--- config.mk ---
export PLATFORM = sky130hd
export DESIGN_NAME = focus_stack_pyramid_fusion
export DESIGN_NICKNAME = d
export VERILOG_FILES = /design/src/rtl/core/fsp_pkg.sv /design/src/rtl/core/fsp_ctrl.sv /design/src/rtl/core/fsp_datapath.sv /design/src/rtl/core/focus_stack_pyramid_fusion.sv
export SDC_FILE = /design/constraint.sdc
export NUM_CORES = 2
export LEC_CHECK = 0
export ABC_AREA = 1
export BUFFER_PORTS_ARGS = -buffer_cell sky130_fd_sc_hd__clkbuf_2
export CAP_MARGIN = 20
export CORE_ASPECT_RATIO = 0.5
export CORE_MARGIN = 4
export CORE_UTILIZATION = 60
export DETAILED_ROUTE_END_ITERATION = 8
export PLACE_DENSITY = 0.78
export SLEW_MARGIN = 0
export SYNTH_ARGS = -nofsm -noshare
export SYNTH_HDL_FRONTEND = slang
export SYNTH_HIERARCHICAL = 1
export SYNTH_SLANG_ARGS = --single-unit
export TNS_END_PERCENT = 5
--- constraint.sdc ---
create_clock -name aclk -period 8 [get_ports aclk]
set_input_delay 0.4 -clock aclk [delete_from_list [all_inputs] [get_ports aclk]]
set_output_delay 0.4 -clock aclk [all_outputs]
set_load 0.02 [all_outputs]
--- src/rtl/core/fsp_pkg.sv ---
// ----------------------------------------------------------------------------
// Focus stack fusion package
// Shared widths, luma weights and the controller/datapath interface types.
// ----------------------------------------------------------------------------
package fsp_pkg;

    // Coefficient width, signed Q3.12.
    localparam int PIX_W = 16;
    // Width of the reported image index.
    localparam int IDX_OUT_W = 4;
    // Luma magnitude width, Q3.24 absolute value.
    localparam int MAG_W = 27;
    // Width of one signed weighted product and of the three-term sum.
    localparam int PROD_W = 29;

    // Luma weights in Q0.12; they add up to 4096.
    localparam logic signed [PROD_W-1:0] W_RED   = 29'sd1225;
    localparam logic signed [PROD_W-1:0] W_GREEN = 29'sd2404;
    localparam logic signed [PROD_W-1:0] W_BLUE  = 29'sd467;
    localparam logic [MAG_W-1:0]         MAG_MAX = {MAG_W{1'b1}};

    // Commands from the controller to the datapath.
    typedef struct packed {
        logic capture;     // register the incoming transaction and its products
        logic accumulate;  // update sums, best selection and image count
        logic div_load;    // load the divider with the channel sum magnitudes
        logic div_step;    // one restoring division step on all channels
        logic load_out;    // load the result register
        logic clear;       // clear the per-pixel accumulation state
    } fsp_cmd_t;

    // Status from the datapath to the controller.
    typedef struct packed {
        logic op;          // mode of the captured transaction
        logic last;        // captured transaction closes the stack
    } fsp_status_t;

endpackage

--- src/rtl/core/fsp_ctrl.sv ---
// ----------------------------------------------------------------------------
// Focus stack fusion controller
// Sequences capture, accumulation, the averaging divide and result hand-off.
// ----------------------------------------------------------------------------
module fsp_ctrl
    import fsp_pkg::*;
#(
    parameter int SUM_W = 20
) (
    input  logic        aclk,
    input  logic        aresetn,
    input  logic        s_valid,
    output logic        s_ready,
    output logic        m_valid,
    input  logic        m_ready,
    input  fsp_status_t status,
    output fsp_cmd_t    cmd
);

    localparam int CNT_W = $clog2(SUM_W);

    typedef enum logic [4:0] {
        ST_IDLE  = 5'b00001,
        ST_ACC   = 5'b00010,
        ST_DLOAD = 5'b00100,
        ST_DIV   = 5'b01000,
        ST_EMIT  = 5'b10000
    } state_t;

    state_t             state_reg, state_next;
    logic [CNT_W-1:0]   cnt_reg, cnt_next;
    logic               m_valid_reg, m_valid_next;
    logic               out_free;

    assign out_free = !m_valid_reg || m_ready;
    assign s_ready  = (state_reg == ST_IDLE);
    assign m_valid  = m_valid_reg;

    always_comb begin
        state_next = state_reg;
        cnt_next   = cnt_reg;
        cmd        = '0;
        case (state_reg)
            ST_IDLE: begin
                if (s_valid) begin
                    cmd.capture = 1'b1;
                    state_next  = ST_ACC;
                end
            end
            ST_ACC: begin
                cmd.accumulate = 1'b1;
                if (!status.last) begin
                    state_next = ST_IDLE;
                end else if (status.op) begin
                    state_next = ST_DLOAD;
                end else begin
                    state_next = ST_EMIT;
                end
            end
            ST_DLOAD: begin
                cmd.div_load = 1'b1;
                cnt_next     = '0;
                state_next   = ST_DIV;
            end
            ST_DIV: begin
                cmd.div_step = 1'b1;
                cnt_next     = cnt_reg + 1'b1;
                if (cnt_reg == CNT_W'(SUM_W - 1)) begin
                    state_next = ST_EMIT;
                end
            end
            ST_EMIT: begin
                if (out_free) begin
                    cmd.load_out = 1'b1;
                    cmd.clear    = 1'b1;
                    state_next   = ST_IDLE;
                end
            end
            default: begin
                state_next = ST_IDLE;
            end
        endcase
    end

    always_comb begin
        m_valid_next = m_valid_reg;
        if (cmd.load_out) begin
            m_valid_next = 1'b1;
        end else if (m_ready) begin
            m_valid_next = 1'b0;
        end
    end

    always_ff @(posedge aclk) begin
        if (!aresetn) begin
            state_reg   <= ST_IDLE;
            cnt_reg     <= '0;
            m_valid_reg <= 1'b0;
        end else begin
            state_reg   <= state_next;
            cnt_reg     <= cnt_next;
            m_valid_reg <= m_valid_next;
        end
    end

`ifndef SYNTHESIS
    // A pending result is never overwritten.
    assert property (@(posedge aclk) disable iff (!aresetn)
        cmd.load_out |-> (!m_valid_reg || m_ready))
        else $error("result register loaded while a result is pending");

    // A new result only appears after the emit state.
    assert property (@(posedge aclk) disable iff (!aresetn)
        $rose(m_valid_reg) |-> $past(state_reg == ST_EMIT))
        else $error("result valid without an emit step");

    // Accumulation always follows a capture.
    assert property (@(posedge aclk) disable iff (!aresetn)
        (state_reg == ST_ACC) |-> $past(cmd.capture))
        else $error("accumulation without a captured transaction");

    // The divider runs the full number of steps before the result is taken.
    assert property (@(posedge aclk) disable iff (!aresetn)
        (state_reg == ST_DIV && state_next == ST_EMIT) |-> (cnt_reg == CNT_W'(SUM_W - 1)))
        else $error("division ended early");
`endif

endmodule

--- src/rtl/core/fsp_datapath.sv ---
// ----------------------------------------------------------------------------
// Focus stack fusion datapath
// Luma products, running sums, best-image selection, divider and result.
// ----------------------------------------------------------------------------
module fsp_datapath
    import fsp_pkg::*;
#(
    parameter int MAX_IMAGES = 16
) (
    input  logic                    aclk,
    input  logic                    aresetn,
    input  fsp_cmd_t                cmd,
    output fsp_status_t             status,
    input  logic                    s_op,
    input  logic signed [PIX_W-1:0] s_red_in,
    input  logic signed [PIX_W-1:0] s_green_in,
    input  logic signed [PIX_W-1:0] s_blue_in,
    input  logic                    s_last_image,
    output logic signed [PIX_W-1:0] m_red_out,
    output logic signed [PIX_W-1:0] m_green_out,
    output logic signed [PIX_W-1:0] m_blue_out,
    output logic [IDX_OUT_W-1:0]    m_chosen_image
);

    localparam int CW    = $clog2(MAX_IMAGES + 1);
    localparam int BIW   = $clog2(MAX_IMAGES);
    localparam int SUM_W = PIX_W + $clog2(MAX_IMAGES);
    localparam int RW    = CW + 1;
    localparam logic [CW-1:0] MAX_CNT = CW'(MAX_IMAGES);

    logic signed [PIX_W-1:0]  pix_in [3];
    logic signed [PIX_W-1:0]  pix_reg [3];
    logic signed [PROD_W-1:0] prod_reg [3];
    logic                     op_reg, last_reg;

    logic signed [SUM_W-1:0]  sum_reg [3];
    logic signed [PIX_W-1:0]  best_reg [3];
    logic [MAG_W-1:0]         best_mag_reg;
    logic [BIW-1:0]           best_idx_reg;
    logic [CW-1:0]            count_reg;

    logic [SUM_W-1:0]         quo_reg [3];
    logic [RW-1:0]            rem_reg [3];
    logic                     neg_reg [3];

    logic signed [PROD_W-1:0] luma;
    logic [PROD_W-1:0]        luma_abs;
    logic [MAG_W-1:0]         mag;
    logic                     take_new;
    logic                     in_range;

    assign pix_in[0] = s_red_in;
    assign pix_in[1] = s_green_in;
    assign pix_in[2] = s_blue_in;

    assign status.op   = op_reg;
    assign status.last = last_reg;

    // Luma magnitude, saturated to the magnitude width.
    assign luma     = prod_reg[0] + prod_reg[1] + prod_reg[2];
    assign luma_abs = luma[PROD_W-1] ? PROD_W'(-luma) : PROD_W'(luma);
    assign mag      = (luma_abs > PROD_W'(MAG_MAX)) ? MAG_MAX : luma_abs[MAG_W-1:0];
    assign in_range = (count_reg < MAX_CNT);
    assign take_new = (count_reg == '0) || (mag > best_mag_reg);

    always_ff @(posedge aclk) begin
        if (cmd.capture) begin
            op_reg      <= s_op;
            last_reg    <= s_last_image;
            prod_reg[0] <= PROD_W'(s_red_in) * W_RED;
            prod_reg[1] <= PROD_W'(s_green_in) * W_GREEN;
            prod_reg[2] <= PROD_W'(s_blue_in) * W_BLUE;
            for (int c = 0; c < 3; c++) begin
                pix_reg[c] <= pix_in[c];
            end
        end
    end

    always_ff @(posedge aclk) begin
        if (!aresetn || cmd.clear) begin
            best_mag_reg <= '0;
            best_idx_reg <= '0;
            count_reg    <= '0;
            for (int c = 0; c < 3; c++) begin
                sum_reg[c]  <= '0;
                best_reg[c] <= '0;
            end
        end else if (cmd.accumulate && in_range) begin
            count_reg <= count_reg + 1'b1;
            for (int c = 0; c < 3; c++) begin
                sum_reg[c] <= sum_reg[c] + SUM_W'(pix_reg[c]);
            end
            if (take_new) begin
                best_mag_reg <= mag;
                best_idx_reg <= BIW'(count_reg);
                for (int c = 0; c < 3; c++) begin
                    best_reg[c] <= pix_reg[c];
                end
            end
        end
    end

    // Restoring division of the sum magnitudes by the image count, one
    // quotient bit per step on each channel lane.
    always_ff @(posedge aclk) begin
        for (int c = 0; c < 3; c++) begin
            if (cmd.div_load) begin
                neg_reg[c] <= sum_reg[c][SUM_W-1];
                quo_reg[c] <= sum_reg[c][SUM_W-1] ? SUM_W'(-sum_reg[c]) : SUM_W'(sum_reg[c]);
                rem_reg[c] <= '0;
            end else if (cmd.div_step) begin
                if ({rem_reg[c][RW-2:0], quo_reg[c][SUM_W-1]} >= RW'(count_reg)) begin
                    rem_reg[c] <= {rem_reg[c][RW-2:0], quo_reg[c][SUM_W-1]} - RW'(count_reg);
                    quo_reg[c] <= {quo_reg[c][SUM_W-2:0], 1'b1};
                end else begin
                    rem_reg[c] <= {rem_reg[c][RW-2:0], quo_reg[c][SUM_W-1]};
                    quo_reg[c] <= {quo_reg[c][SUM_W-2:0], 1'b0};
                end
            end
        end
    end

    always_ff @(posedge aclk) begin
        if (cmd.load_out) begin
            if (op_reg) begin
                m_red_out      <= neg_reg[0] ? PIX_W'(-quo_reg[0]) : PIX_W'(quo_reg[0]);
                m_green_out    <= neg_reg[1] ? PIX_W'(-quo_reg[1]) : PIX_W'(quo_reg[1]);
                m_blue_out     <= neg_reg[2] ? PIX_W'(-quo_reg[2]) : PIX_W'(quo_reg[2]);
                m_chosen_image <= '0;
            end else begin
                m_red_out      <= best_reg[0];
                m_green_out    <= best_reg[1];
                m_blue_out     <= best_reg[2];
                m_chosen_image <= IDX_OUT_W'(best_idx_reg);
            end
        end
    end

endmodule

--- src/rtl/core/focus_stack_pyramid_fusion.sv ---
// ----------------------------------------------------------------------------
// Focus stack pyramid coefficient fusion
// Fuses the RGB coefficients of one pixel position across a focus stack.
// ----------------------------------------------------------------------------
// Usage: each input transaction carries one image's RGB coefficient (signed
// Q3.12) for the current pixel, images in stack order, with s_last_image set
// on the final image. The transaction that closes the stack produces exactly
// one result transaction; all other input transactions produce none.
// With s_op low the result is the image whose absolute luma is strictly the
// greatest (earliest image on ties) and m_chosen_image gives its index. With
// s_op high the result is the per-channel average, truncated toward zero, and
// m_chosen_image is zero. Images past MAX_IMAGES in a stack are ignored.
// A transaction that does not close the stack passes through capture with the
// luma products, then accumulation, and s_ready stays low until the block is
// idle again. A closing one in detail mode then goes to the emit step; in top
// mode it first loads the restoring divider, which produces one quotient bit
// per cycle on all three channels, SUM_W = 16 + clog2(MAX_IMAGES), and then
// emits. The emit step waits until the output register is free.
// The result sits in an output register; a stalled receiver holds it and the
// next stack's images keep being accepted until another result is due.
// Reset (aresetn low, synchronous) clears the stack state and drops m_valid.
// ----------------------------------------------------------------------------
module focus_stack_pyramid_fusion
    import fsp_pkg::*;
#(
    parameter int MAX_IMAGES = 16
) (
    input  logic                    aclk,
    input  logic                    aresetn,
    input  logic                    s_valid,
    output logic                    s_ready,
    input  logic                    s_op,
    input  logic signed [PIX_W-1:0] s_red_in,
    input  logic signed [PIX_W-1:0] s_green_in,
    input  logic signed [PIX_W-1:0] s_blue_in,
    input  logic                    s_last_image,
    output logic                    m_valid,
    input  logic                    m_ready,
    output logic signed [PIX_W-1:0] m_red_out,
    output logic signed [PIX_W-1:0] m_green_out,
    output logic signed [PIX_W-1:0] m_blue_out,
    output logic [IDX_OUT_W-1:0]    m_chosen_image
);

    // Width of the per-channel running sums; the divider runs one step per bit.
    localparam int SUM_W = PIX_W + $clog2(MAX_IMAGES);

    fsp_cmd_t    cmd;
    fsp_status_t status;

    // The controller owns the handshakes and sequencing.
    fsp_ctrl #(
        .SUM_W (SUM_W)
    ) u_ctrl (
        .aclk    (aclk),
        .aresetn (aresetn),
        .s_valid (s_valid),
        .s_ready (s_ready),
        .m_valid (m_valid),
        .m_ready (m_ready),
        .status  (status),
        .cmd     (cmd)
    );

    // The datapath holds the stack state, the divider and the result register.
    fsp_datapath #(
        .MAX_IMAGES (MAX_IMAGES)
    ) u_datapath (
        .aclk           (aclk),
        .aresetn        (aresetn),
        .cmd            (cmd),
        .status         (status),
        .s_op           (s_op),
        .s_red_in       (s_red_in),
        .s_green_in     (s_green_in),
        .s_blue_in      (s_blue_in),
        .s_last_image   (s_last_image),
        .m_red_out      (m_red_out),
        .m_green_out    (m_green_out),
        .m_blue_out     (m_blue_out),
        .m_chosen_image (m_chosen_image)
    );

endmodule
==> impl_metrics.yaml <==
clock_tree:
  clock_latency_ns: 0.58
  clock_sinks: 409
  clockBufferDepth: 3
  cts_buffers: 41
  htree_levels: 2
  clockRootBuffer: "clkbuf_16"
  path_clk_slew_ns: 0.07
  cts_tree: "built"
  cts_hold_buf: 1
  post-cts-setup-buffer-count: 0
  cts_resized: 0
worst_setup_path:
  rrSetupSlack_ns: 1.88
  path_buf_inv: 7
  crit_family: "simple AND/OR/NAND/NOR gates"
  cp.arrival_ns: 6.31
  crit_fanout: 52
  worstSetupStartpoint: "u_datapath/prod_reg[0][8]"
  cp_slowest_cell: "buf_4"
  critical_path_class: "flip-flop to flip-flop"
  worstSetupEndpointType: "flip-flop"
  critPathRequiredTime_ns: 8.19
  startpoint_type: "flip-flop"
  ff2ff_path_depth: 34
  r2r-start: "u_datapath/prod_reg[0][8]"
  crit_top_cell: "nand2_1"
  regToRegEndpoint: "u_datapath/best_reg[0][45]"
  path_depth: 34
  critPathMaxStageDelay_ns: 0.60
floorplanning:
  coreArea_mm2: 0.0546
  rows: 60
  dieArea_mm2: 0.0601
  io_pins: 108
  fp.dieH_um: 175
  die_w_um: 343
  start_util: 0.616
drt:
  vias: 25999
  routed_via_density: 5.60
  drt_first_pass_iters: 6
  drt-wirelength-per-cell_um: 17.4
  postRouteAntennaNets: 0
  drtIter0Drc: 2176
  drc: 0
  routed_wl_mm: 80.9
layout:
  mostFrequentLayoutCells: "nand2_1, inv_1, ha_1"
  final_nets: 4505
  layout_commonest_cell: "nand2_1"
  drive_above_1_share: 0.0726
  areaGrowthSynthToFinish_pct: 8.15
  largest_reg_flops: 74
  multi_input_area_mm2: 0.0193
  regArea_mm2: 0.0118
  fill_cells: 4321
  diodes: 0
global_route:
  grt_util_all_layers: 0.269
  grt.busiest_layer: "met2"
  grt_first_pass_wirelength_mm: 131
  grt_util_met3: 0.0390
  grt_overflow_total: 0
  grt_pass1_vias: 25400
  grt_max_degree: 94
  antenna_found_initial: 1
  grt_util_met2: 0.451
  met1_usage: 0.376
hold_path:
  whs_path_depth: 2
  whs_endpoint: "u_ctrl/state_reg[0]"
  hold_class: "primary input to flip-flop"
  worstHoldStart: "aresetn"
synthesis:
  synth_edf_count: 362
  syn_nets: 4398
  ys_seq_area_frac: 0.351
  synth_ff_type: "edfxtp_1"
  netlist_area_mm2: 0.0336
  ys_async_sr_fraction: 0
  syn_inst: 3759
  yosysWarnings: 6
  ys_types: 56
  syn_avg_cell_area_um2: 8.94
  synth_seq_cells: 409
sta:
  period_needed_ns: 6.12
  max_freq_mhz: 164
  setup_viol: 0
  clock_skew_ns: 0.0384
  setup_tns_ns: 0
  tightest_slew_ns: 1.01
  hold_viol_final: 0
  finalCritPeriodShare: 0.764
  slew_violations: 0
  rsz0062_at_grt: "no"
  slew_headroom: 0.328
job:
  maxCapViolCount: 0
status:
  status: "finished, final reports clean"
place:
  portBuffers: 107
  gp_congestion: 0.921
  hpwl_mm: 63.3
## area by class of cell
cell class,instances,share of cell area
clock buffers,48,0.0295
clock inverters,28,0.00795
inverters,620,0.0641
multi-input cells,2674,0.530
flip-flops and latches,409,0.325
well taps,744,0.0256
repair buffers,120,0.0180
## synthesized netlist by cell type (5+ instances only)
cell / n / area share
xnor2_1: 62 / 0.016
nand2_2: 19 / 0.0035
nand2_4: 17 / 0.0057
nor3_1: 46 / 0.0068
o22ai_1: 5 / 0.00093
inv_2: 16 / 0.0018
dfxtp_1: 47 / 0.028
o31ai_1: 12 / 0.0027
nor2_1: 284 / 0.032
edfxtp_1: 362 / 0.32
a21boi_0: 6 / 0.0013
o21ai_0: 233 / 0.035
o21a_1: 18 / 0.0040
a31oi_1: 16 / 0.0030
clkinv_1: 9 / 0.0010
o211ai_1: 11 / 0.0025
nand4_1: 34 / 0.0063
a21oi_1: 249 / 0.037
or2_2: 8 / 0.0015
o21bai_1: 9 / 0.0020
ha_1: 406 / 0.15
nand3_1: 144 / 0.021
nand2_1: 703 / 0.079
clkbuf_1: 46 / 0.0051
nor2_2: 12 / 0.0022
fa_1: 179 / 0.11
nand3_2: 7 / 0.0021
a21o_1: 7 / 0.0016
inv_1: 594 / 0.066
nor3b_1: 6 / 0.0013
nor4_1: 11 / 0.0020
nand3b_1: 5 / 0.0011
xor2_1: 133 / 0.035
## routing by layer
metal  up-vias  share of wire
met1     12445           0.45
met4         0          0.017
li1      12667              -
met2       786           0.47
met3       101          0.068
met5         -              0
## kinds of logic after synthesis
group / count (synthesis) / share of synthesized area
xor gates and xnor gates: 195 / 0.0508
buffers and inverters: 676 / 0.0768
adders and majority gates: 585 / 0.258
and+or+nand+nor: 1306 / 0.167
AOI/OAI and AO/OA: 588 / 0.0958
DFF: 409 / 0.351
## worst register-to-register path, delay by kind of cell (launching register included)
kind            cells  cell delay (ns)
fa+ha+maj           3             1.26
compound gates      5             0.58
simple gates       19             2.43
flops               1             0.33
buf+inv             7             1.08
## metrics by stage
stage | instances | cell area, um2 | hold slack, ns | util | setup slack [ns]
final | 4643 | 36300 | 0.0544 | 0.666 | 1.88
after global placement | 4565 | 34900 | 0.458 | 0.640 | 2.03
after detailed placement | 4565 | 34900 | 0.462 | 0.640 | 1.93
after global routing | 4643 | 36300 | 0.0385 | 0.666 | 1.26
after CTS | 4642 | 36300 | 0.0321 | 0.665 | 1.89
after floorplan | 3759 | 33600 | 0.441 | - | 1.58
## worst max path at each step
stage / to / slack, ns
final: u_datapath/best_reg[0][45] / 1.88
after global routing: u_datapath/best_mag_reg[0] / 1.26
after CTS: u_datapath/best_mag_reg[0] / 1.89
after detailed placement: u_datapath/best_mag_reg[0] / 1.93
after global placement: u_datapath/best_mag_reg[0] / 2.03
after floorplan: u_datapath/last_reg / 1.58
Power is not shown: default switching activity piles up to over one toggle a cycle in this logic, so the estimate is an artifact.
